[src/rtl/core/brvi_pkg.sv]
// Package for the band ratio vegetation index block.
// Holds register indexes, widths and the pipeline cell payload type. No dependencies.
package brvi_pkg;
    localparam int RAD_W  = 40;
    localparam int REF_W  = 40;
    localparam int QB     = 17;
    localparam int CFG_W  = 32;
    localparam int IDX_W  = 3;

    localparam logic [IDX_W-1:0] REG_GAIN1  = 3'd0;
    localparam logic [IDX_W-1:0] REG_BIAS1  = 3'd1;
    localparam logic [IDX_W-1:0] REG_GAIN2  = 3'd2;
    localparam logic [IDX_W-1:0] REG_BIAS2  = 3'd3;
    localparam logic [IDX_W-1:0] REG_SCALE1 = 3'd4;
    localparam logic [IDX_W-1:0] REG_SCALE2 = 3'd5;
    localparam logic [IDX_W-1:0] REG_QA     = 3'd6;

    // One divider cell's item: partial remainder, quotient so far and flags.
    typedef struct packed {
        logic             vld;
        logic             ok;
        logic             neg;
        logic [REF_W:0]   den2;
        logic [REF_W+1:0] rem;
        logic [QB-1:0]    quo;
    } t_div;
endpackage

[src/rtl/core/brvi_div_cell.sv]
// One restoring division cell: produces one quotient bit per cycle while i_en is high.
// Depends on brvi_pkg.
module brvi_div_cell
    import brvi_pkg::*;
(
    input  logic i_clk,
    input  logic i_rst_n,
    input  logic i_en,
    input  t_div i_d,
    output t_div o_d
);
    t_div r_d;
    t_div n_d;
    logic [REF_W+2:0] w_sh;
    logic [REF_W+2:0] w_sub;

    always_comb begin
        n_d   = i_d;
        w_sh  = {i_d.rem, 1'b0};
        w_sub = w_sh - {2'b00, i_d.den2};
        if (!w_sub[REF_W+2]) begin
            n_d.rem = w_sub[REF_W+1:0];
            n_d.quo = {i_d.quo[QB-2:0], 1'b1};
        end else begin
            n_d.rem = w_sh[REF_W+1:0];
            n_d.quo = {i_d.quo[QB-2:0], 1'b0};
        end
    end

    always_ff @(posedge i_clk) begin
        if (!i_rst_n) begin
            r_d.vld <= 1'b0;
        end else if (i_en) begin
            r_d <= n_d;
        end
    end

    assign o_d = r_d;
endmodule

[config.mk]
export PLATFORM = sky130hd
export DESIGN_NAME = brvi_div_cell
export DESIGN_NICKNAME = d
export VERILOG_FILES = /design/src/rtl/core/brvi_pkg.sv /design/src/rtl/core/brvi_div_cell.sv
export SDC_FILE = /design/constraint.sdc
export NUM_CORES = 1
export LEC_CHECK = 0
export BUFFER_PORTS_ARGS = -buffer_cell sky130_fd_sc_hd__buf_2
export CAP_MARGIN = 20
export CORE_MARGIN = 2
export CORE_UTILIZATION = 47
export DETAILED_ROUTE_END_ITERATION = 12
export GPL_TIMING_DRIVEN = 0
export PLACE_DENSITY = 0.79
export REMOVE_ABC_BUFFERS = 1
export SYNTH_ARGS = -nofsm -noshare
export SYNTH_HDL_FRONTEND = slang
export SYNTH_SLANG_ARGS = --single-unit
[constraint.sdc]
create_clock -name i_clk -period 3.5 [get_ports i_clk]
set_clock_uncertainty 0.15 [all_clocks]
set_input_delay 0.525 -clock i_clk [delete_from_list [all_inputs] [get_ports i_clk]]
set_output_delay 0.525 -clock i_clk [all_outputs]
set_load 0.01 [all_outputs]
# ---- Word level (Yosys, flattened, before mapping)
# Index checks and enable logic that the tools add are counted.
dict set report word_totals {
  reg_bits 103
  inputBits 106
  out_inout_bits 103
  elab_cells 10
}
dict set report classes {
  addsub 1
  mux 1
  n_reduce_logical 1
}
# operator count
set ops {}
lappend ops {{two-way mux 59 bit} 1}
lappend ops {{subtractor 43 x 41 -> 43 bit} 1}
lappend ops {{AND reduction 2 bit} 1}

# ---- Logic depth before layout (Yosys ltp)
# Gate-level depths: netlist of run 1.
dict set report depth {
  ltp_word 2
  depth_mapped 14
  ltp_nobuf 11
}

# ---- Worst setup path after synthesis of run 1
# No wires, ideal clock.
dict set report synth_path {
  path_kind {input-to-reg}
  from {input i_en}
  to {register r_d (netlist bit o_d[0]) (enable)}
  setup_ns 0.472
  t_arrival_ns 2.878
  setup_slack_ns 0.000
  stages 1
  path_buffers 0
  path_cell_list {and2_1}
}
dict set report synth_between {
  elab_chain_cells 1
}
# item line_no
set synth_rtl {}
lappend synth_rtl {{start: declaration} brvi_div_cell.sv:8} ;# input logic i_en,
lappend synth_rtl {{AND reduction 2 bit (no line)} n/a}
lappend synth_rtl {{end signal: assignment} brvi_div_cell.sv:34} ;# r_d <= n_d;
lappend synth_rtl {{end: declaration} brvi_div_cell.sv:12} ;# t_div r_d;
# Every way passes these cells.
# A chain may end at the register's enable or synchronous reset.

==> flow_metrics.env, run 1 <==
export IMPL_ys_seq_area_share_pct=48.1
export IMPL_grt_antenna_before_repair=0
export IMPL_fin_nets=902
export IMPL_reg2reg_to="o_d[102]"
export IMPL_wl_per_cell_um=16.7
export IMPL_insertion_delay_ps=350
export IMPL_layoutNonFillerInstCount=936
export IMPL_worstHoldPathCells=1
export IMPL_fin_ws_ps=181
export IMPL_drt_wl_total_um=15600
export IMPL_largest_register_ffs=103
export IMPL_core_area_mm2=0.0133
export IMPL_vias=5063
export IMPL_drive_gt1_share_pct=39.1
export IMPL_top_layer="met4"
export IMPL_route_met2_wl_um=7690
export IMPL_async_flop_share_pct=0
export IMPL_syn_cell_area_mm2=0.00641
export IMPL_ir_worst_vdd_mv=0.205
export IMPL_drc=0
export IMPL_power_total_w=0.00360
export IMPL_numCtsBuffers=9
export IMPL_grtUsageTotal_pct=20.1
export IMPL_worstHoldPathType="input pin to flip-flop"
export IMPL_crit_arrival_ps=3280
export IMPL_wl_met3_um=1050
export IMPL_worstSetupStartpointType="input pin"
export IMPL_worstHoldStart="i_d[8]"
export IMPL_grt_first_pass_wirelength_um=23400
export IMPL_hold_slack_ps=190
export IMPL_yosys_warnings=0
export IMPL_ys_ff_latch=103
export IMPL_drv_cap=0
export IMPL_die_w_um=121
export IMPL_worstSetupStartpoint="i_d[17]"
export IMPL_die_h_um=121
export IMPL_area_growth_pct=25.5
export IMPL_rsz0062_at_grt="false"
export IMPL_min_to="o_d[9]"
export IMPL_viasPerCell=5.41
export IMPL_cts_max_level=3
export IMPL_power_leakage_nw=3.66
export IMPL_antenna_diode_count=0
export IMPL_ys_flop_type="edfxtp_1"
export IMPL_syn_avg_cell_area_um2=11.7
export IMPL_synth_edf_count=102
export IMPL_final_setup_viol_count=0
export IMPL_r2r_setup_slack_ps=2730
export IMPL_wl_met1_um=6530
export IMPL_final_max_slew_viol_count=0
export IMPL_cts_hold_buf=0
export IMPL_port_buffers=207
export IMPL_worst_pin_slew_ps=589
export IMPL_period_needed_ps=3320
export IMPL_grt_pass1_vias=4888
export IMPL_slew_headroom_pct=60.7
export IMPL_cts_reportedPaths_clkPinSlew_ps=80
export IMPL_dr_pass1_iters=5
export IMPL_fin_crit_sh_pct=94.8
export IMPL_synth_cell_types=72
export IMPL_final_cell_mix="207 x buf_2, 102 x edfxtp_1, 47 x inv_1"
export IMPL_setup_tns_ps=0
export IMPL_cts_tree="built"
export IMPL_post_dp_hpwl_um=11700
export IMPL_run_status="finished, final reports clean"
export IMPL_drt_iter0_drc=369
export IMPL_crit_required_ps=3460
export IMPL_grt_ovfl_total=0
export IMPL_cts_root_buf="clkbuf_16"
export IMPL_path_class="input pin to flip-flop"
export IMPL_hold_violations=0
export IMPL_timing_fmax_mhz=301
export IMPL_dp_cells=911
export IMPL_end_kind="flip-flop"
export IMPL_dieArea_mm2=0.0146
export IMPL_cts_buffer_depth=2
export IMPL_grt_max_degree=63
export IMPL_gp_congestion=0.894
export IMPL_p_per_area_mw_per_mm2=447
export IMPL_num_rows=42
export IMPL_reg2reg_from="o_d[102]"
export IMPL_cts_sinks=103
export IMPL_final_common_cell="buf_2"
export IMPL_place_ws_ps=-562
export IMPL_syn_inst=547
export IMPL_cp_max_fo=4
export IMPL_start_util_pct=48.2
export IMPL_io_pins=209
export IMPL_detail_route_antenna_nets=0
export IMPL_reg2reg_depth=2
==> kinds of logic after synthesis <==
group,after synthesis,synth area share [%]
xor gates and xnor gates,36,5.03
AOI/OAI and AO/OA,141,16.0
and+or+nand+nor,123,10.2
muxes,34,7.73
DFF,103,48.1
buffers and inverters,69,4.86
adders and majority gates,41,8.12
==> worst max path at each step <==
stage / to / slack, ps / depth (start not counted)
finish: o_d[53] / 180 / 12
CTS: o_d[44] / 20 / 12
global placement: o_d[58] / -2550 / 12
detailed placement: o_d[44] / -560 / 13
global route: o_d[44] / 40 / 13
floorplan: o_d[20] / -1290 / 11
==> area by class of cell <==
type                            count  area (µm²)
Fill cell                        1077        5250
Tap cell                          176         220
Sequential cell                   103        3080
Clock inverter                      7        85.1
Multi-Input combinational cell    375        3040
Clock buffer                        9         225
Timing Repair Buffer              219        1210
Inverter                           47         176
==> repair_timing <==
item | CTS | global route
setup buffers | 1 | 6
gates resized for setup | 0 | 5
hold endpoints to repair | 0 | 0
cloned | 0 | 2
setup endpoints to repair | 16 | 16
pin swaps | 1 | 3
==> per-stage QoR <==
stage / utilization (%) / instance area (µm²)
floorplan: - / 6280
global placement: 56.7 / 7530
detailed placement: 57.3 / 7610
CTS: 59.7 / 7930
global route: 60.5 / 8050
finish: 60.5 / 8050
==> Yosys cell counts, types with 3 or more instances <==
library cell | count | area share, %
a21oi_1 | 42 | 3.3
inv_1 | 47 | 2.8
nand4_1 | 10 | 0.98
nand2b_1 | 4 | 0.39
nor2b_1 | 9 | 0.88
nand2_1 | 35 | 2.0
xor2_1 | 15 | 2.0
a21o_1 | 23 | 2.7
nor2_1 | 22 | 1.3
o21ai_0 | 20 | 1.6
o21a_1 | 5 | 0.59
and2_1 | 5 | 0.49
a211oi_1 | 3 | 0.35
a31oi_1 | 4 | 0.39
nand3_1 | 8 | 0.62
buf_6 | 5 | 0.88
o21bai_1 | 4 | 0.47
ha_1 | 40 | 7.8
and4_1 | 3 | 0.41
mux2i_1 | 3 | 0.47
nor3_1 | 7 | 0.55
mux2_4 | 31 | 7.3
edfxtp_1 | 102 | 48
o31ai_1 | 4 | 0.47
o211ai_1 | 6 | 0.70
clkbuf_1 | 7 | 0.41
xnor2_1 | 20 | 2.7
buf_2 | 8 | 0.62
==> power by group <==
part / total, W / switching (W) / leakage [nW] / internal, W
logic: 0.00102 / 0.000531 / 2.54 / 0.000491
clock network: 0.00106 / 0.000490 / 0.153 / 0.000571
registers: 0.00152 / 0.0000242 / 0.965 / 0.00149
total: 0.00360 / 0.00105 / 3.66 / 0.00255
==> per-layer routing <==
| metal | vias to the layer above | global-route usage, % |
|---|---|---|
| met5 | - | 0 |
| met1 | 2418 | 26.2 |
| met4 | 0 | 7.99 |
| li1 | 2434 | - |
| met3 | 26 | 3.44 |
| met2 | 185 | 33.4 |
==> critical path, cell delays in order <==
cell,delay [ps]
buf_2,110
inv_1,70
fa_1,480
nor2b_2,170
o2111ai_2,160
a21boi_1,410
a211oi_4,170
a22oi_4,300
a31oi_4,160
o31ai_1,350
xor2_1,110
mux2_4,270
No activity file was read; power rests on OpenSTA's default activity.
==> run 2, diff against run 1 <==
--- a/config.mk
+++ b/config.mk
@@ -12,7 +12,6 @@
 export DETAILED_ROUTE_END_ITERATION = 12
 export GPL_TIMING_DRIVEN = 0
 export PLACE_DENSITY = 0.79
-export REMOVE_ABC_BUFFERS = 1
 export SYNTH_ARGS = -nofsm -noshare
 export SYNTH_HDL_FRONTEND = slang
 export SYNTH_SLANG_ARGS = --single-unit
==> flow_metrics.env, run 2 (synthesized netlist as in run 1, its figures left out) <==
export IMPL_grt_pass1_vias=5101
export IMPL_design_area_mm2=0.00799
export IMPL_p_comb_share_pct=28.7
export IMPL_start_util_pct=48.2
export IMPL_finalCoreUtilization_pct=60.1
export IMPL_grt_ovfl_total=0
export IMPL_p_per_area_mw_per_mm2=432
export IMPL_detail_route_antenna_nets=0
export IMPL_path_class="input pin to flip-flop"
export IMPL_core_area_mm2=0.0133
export IMPL_drc=0
export IMPL_crit_required_ps=3450
export IMPL_cts_hold_buf=0
export IMPL_final_max_slew_viol_count=0
export IMPL_grt_max_degree=57
export IMPL_final_common_cell="buf_2"
export IMPL_crit_arrival_ps=3260
export IMPL_fin_crit_sh_pct=94.4
export IMPL_post_cts_setup_buffers=0
export IMPL_largest_register_ffs=103
export IMPL_antenna_diode_count=0
export IMPL_cts_max_level=3
export IMPL_io_pins=209
export IMPL_cts_buffer_depth=2
export IMPL_post_dp_hpwl_um=12200
export IMPL_cp_max_fo=10
export IMPL_worst_pin_slew_ps=661
export IMPL_insertion_delay_ps=350
export IMPL_power_leakage_nw=3.63
export IMPL_setup_tns_ps=0
export IMPL_worstSetupStartpointType="input pin"
export IMPL_timing_fmax_mhz=303
export IMPL_ir_worst_vdd_mv=0.222
export IMPL_cts_reportedPaths_clkPinSlew_ps=70
export IMPL_hold_violations=0
export IMPL_grtUsageTotal_pct=21.1
export IMPL_reg2reg_depth=2
export IMPL_wl_per_cell_um=16.2
export IMPL_power_share_clock_pct=27.5
export IMPL_drt_iter0_drc=246
export IMPL_port_buffers=207
export IMPL_gp_congestion=0.887
export IMPL_worstHoldPathCells=1
export IMPL_worstHoldPathType="input pin to flip-flop"
export IMPL_grt_antenna_before_repair=0
export IMPL_dp_cells=931
export IMPL_p_sw_share_pct=29.3
export IMPL_grt_first_pass_wirelength_um=24200
export IMPL_layoutNonFillerInstCount=947
export IMPL_dieArea_mm2=0.0146
export IMPL_seqPwrFrac_pct=43.9
export IMPL_reg2reg_from="o_d[102]"
export IMPL_vias=5003
export IMPL_die_h_um=121
export IMPL_numCtsBuffers=9
export IMPL_slew_headroom_pct=55.9
export IMPL_cts_repair_resized=0
export IMPL_drive_gt1_share_pct=38.5
export IMPL_cts_sinks=103
export IMPL_worstSetupStartpoint="i_d[17]"
export IMPL_hold_slack_ps=192
export IMPL_p_sw_w=0.00101
export IMPL_final_cell_mix="215 x buf_2, 102 x edfxtp_1, 47 x inv_1"
export IMPL_num_rows=42
export IMPL_drt_wl_total_um=15400
export IMPL_final_setup_viol_count=0
export IMPL_intPower_w=0.00244
export IMPL_dr_pass1_iters=4
export IMPL_cts_tree="built"
export IMPL_area_growth_pct=24.7
export IMPL_die_w_um=121
export IMPL_placed_area_mm2=0.00770
export IMPL_fin_nets=913
export IMPL_end_kind="flip-flop"
export IMPL_drv_cap=0
export IMPL_run_status="finished, final reports clean"
export IMPL_syn_nets=694
export IMPL_period_needed_ps=3300
export IMPL_cts_root_buf="clkbuf_16"
export IMPL_worstHoldStart="i_d[8]"
export IMPL_viasPerCell=5.28
==> run 2: cell types whose count changed in the layout (fill, tap and decap cells not counted), sizes merged <==
cell	before	now
bufinv	1	0
clkbuf	11	17
buf	217	222
inv	51	48
clkinvlp	0	4
==> run 2: metal layers <==
metal	GRT usage (%)	vias to the layer above	wire length, µm
met5	0	-	0
li1	-	2458	-
met1	27.5	2367	6770
met3	4.20	19	895
met2	35.5	159	7410
met4	6.54	0	283
==> run 2: through the flow <==
step	worst slack, ps	total power, W
final	195	0.00346
after global routing	-16.6	0.00363
after CTS	49.5	0.00348
after floorplan	310	0.00222
after detailed placement	-301	0.00252
after global placement	-340	0.00250
==> run 2: final cells by class <==
class,instances,area (µm²)
clock inverters,7,58.8
fillers,1078,5300
repair buffers,208,1060
flip-flops and latches,103,3080
plain buffers,22,135
inverters,47,176
well taps,176,220
multi-input cells,375,3030
clock buffers,9,225
==> run 2: worst paths after layout <==
check | to | slack (ps)
max | o_d[51] | 200
min reg2reg | o_d[102] | 390
max reg2reg | o_d[102] | 2750
min | o_d[9] | 190
==> run 2: critical path, cell delays in order <==
cell	delay, ps
buf_2	100
inv_1	70
fa_1	470
nor2b_1	200
o2111ai_2	160
a21oi_1	190
and3b_1	230
nor3_2	190
a41oi_2	210
xnor2_4	340
buf_6	250
mux2_4	320
==> run 2: power groups by stage <==
stage | sequential, W | clock, W | combinational [W]
final | 0.00152 | 0.000949 | 0.000991
after floorplan | 0.00160 | 0 | 0.000618
after detailed placement | 0.00154 | 0 | 0.000982
after global placement | 0.00154 | 0 | 0.000958
after CTS | 0.00152 | 0.000973 | 0.000991
after global routing | 0.00152 | 0.00102 | 0.00109
==> run 3, diff against run 2 <==
--- a/config.mk
+++ b/config.mk
@@ -8,10 +8,10 @@
 export BUFFER_PORTS_ARGS = -buffer_cell sky130_fd_sc_hd__buf_2
 export CAP_MARGIN = 20
 export CORE_MARGIN = 2
-export CORE_UTILIZATION = 47
+export CORE_UTILIZATION = 50
 export DETAILED_ROUTE_END_ITERATION = 12
 export GPL_TIMING_DRIVEN = 0
-export PLACE_DENSITY = 0.79
+export PLACE_DENSITY = 0.8
 export SYNTH_ARGS = -nofsm -noshare
 export SYNTH_HDL_FRONTEND = slang
 export SYNTH_SLANG_ARGS = --single-unit
==> constraint.sdc (replaced) <==
create_clock -name i_clk -period 3.8 [get_ports i_clk]
set_clock_uncertainty 0.15 [all_clocks]
set_input_delay 0.57 -clock i_clk [delete_from_list [all_inputs] [get_ports i_clk]]
set_output_delay 0.57 -clock i_clk [all_outputs]
set_load 0.01 [all_outputs]
==> flow_metrics.env, run 3 (synthesized netlist as in run 1, its figures left out) <==
export IMPL_dieArea_mm2=0.0137
export IMPL_p_per_area_mw_per_mm2=411
export IMPL_grt_antenna_before_repair=1
export IMPL_fin_nets=913
export IMPL_layoutNonFillerInstCount=944
export IMPL_worstHoldPathCells=1
export IMPL_multi_input_area_mm2=0.00302
export IMPL_drt_iter0_drc=303
export IMPL_power_leakage_nw=3.66
export IMPL_vias=5054
export IMPL_reg2reg_from="o_d[102]"
export IMPL_cts_tree="built"
export IMPL_cts_hold_buf=0
export IMPL_crit_required_ps=3760
export IMPL_cts_sinks=103
export IMPL_rsz0062_at_grt="false"
export IMPL_cts_repair_resized=0
export IMPL_worstSetupStartpointType="input pin"
export IMPL_dp_cells=927
export IMPL_ir_worst_vdd_mv=0.209
export IMPL_die_h_um=117
export IMPL_post_dp_hpwl_um=12500
export IMPL_reg2reg_to="o_d[102]"
export IMPL_core_area_mm2=0.0126
export IMPL_seqCellArea_mm2=0.00308
export IMPL_slew_headroom_pct=60.7
export IMPL_grt_pass1_vias=4863
export IMPL_reg2reg_depth=2
export IMPL_final_cell_mix="215 x buf_2, 102 x edfxtp_1, 47 x inv_1"
export IMPL_worstHoldPathType="input pin to flip-flop"
export IMPL_port_buffers=207
export IMPL_final_setup_viol_count=0
export IMPL_cts_root_buf="clkbuf_16"
export IMPL_detail_route_antenna_nets=0
export IMPL_timing_fmax_mhz=294
export IMPL_crit_arrival_ps=3360
export IMPL_drt_wl_total_um=15800
export IMPL_worstHoldStart="i_d[7]"
export IMPL_numCtsBuffers=9
export IMPL_min_to="o_d[8]"
export IMPL_insertion_delay_ps=360
export IMPL_dr_pass1_iters=4
export IMPL_grt_max_degree=70
export IMPL_io_pins=209
export IMPL_gp_congestion=0.907
export IMPL_cts_buffer_depth=2
export IMPL_hold_slack_ps=233
export IMPL_viasPerCell=5.35
export IMPL_cts_max_level=3
export IMPL_n_fill_cell=1028
export IMPL_r2r_setup_slack_ps=3050
export IMPL_num_rows=41
export IMPL_die_w_um=117
export IMPL_drc=0
export IMPL_final_max_slew_viol_count=0
export IMPL_start_util_pct=51.0
export IMPL_final_common_cell="buf_2"
export IMPL_drv_cap=0
export IMPL_syn_nets=694
export IMPL_end_kind="flip-flop"
export IMPL_grt_ovfl_total=0
export IMPL_drive_gt1_share_pct=38.5
export IMPL_largest_register_ffs=103
export IMPL_run_status="finished, final reports clean"
export IMPL_worst_pin_slew_ps=584
export IMPL_grtUsageTotal_pct=22.5
export IMPL_cts_reportedPaths_clkPinSlew_ps=70
export IMPL_hold_violations=0
export IMPL_period_needed_ps=3400
export IMPL_post_cts_setup_buffers=0
export IMPL_fin_crit_sh_pct=89.6
export IMPL_area_growth_pct=24.9
export IMPL_cp_max_fo=10
export IMPL_grt_first_pass_wirelength_um=23800
export IMPL_wl_per_cell_um=16.8
export IMPL_path_class="input pin to flip-flop"
run 3: worst max-delay path, stage by stage:
cell and delay (ps):
buf_2 90, inv_1 60, fa_1 470, nor2b_1 190, o2111ai_2 200, a21oi_1 170, and3b_1 220, nor3_2 190
a41oi_2 190, xnor2_2 420, buf_6 260, mux2_4 330
run 3: metrics by stage:
stage / utilization, % / setup slack, ps / cell area [µm²] / power [W] / setup TNS, ps
after global placement: 61.0 / -607 / 7660 / 0.00231 / -60660
after floorplan: - / 255 / 6410 / 0.00205 / 0
after CTS: 63.7 / 394 / 8010 / 0.00331 / 0
after global routing: 63.7 / 217 / 8010 / 0.00344 / 0
final: 63.7 / 396 / 8010 / 0.00329 / 0
after detailed placement: 61.2 / 13.9 / 7690 / 0.00233 / 0
run 3: how the worst max path moves through the flow:
stage,end,startpoint,slack [ps]
global route,o_d[58],i_d[89],220
floorplan,o_d[0],i_en,250
detailed placement,o_d[23],i_d[17],10
finish,o_d[23],i_d[17],400
global placement,o_d[29],i_en,-610
CTS,o_d[23],i_d[17],390
run 3: cell type report:
type / instances / area share (%)
buffer: 22 / 1.69
inverter: 47 / 2.20
timing repair buffer: 208 / 13.3
multi-input combinational: 375 / 37.7
sequential: 103 / 38.5
antenna: 1 / 0.0312
clock inverter: 7 / 1.11
clock buffer: 9 / 2.81
tap: 172 / 2.69
run 3: report_power, final:
group / internal [W] / switching (W)
clock: 0.000529 / 0.000456
combinational: 0.000425 / 0.000488
sequential: 0.00137 / 0.0000218
total: 0.00233 / 0.000966
run 3: metal layers:
layer	track usage, %	up-vias	part of all wire (%)
met2	37.2	180	48
li1	-	2464	-
met5	0	-	0.082
met3	5.66	22	7.0
met1	28.7	2386	44
met4	7.76	2	1.6
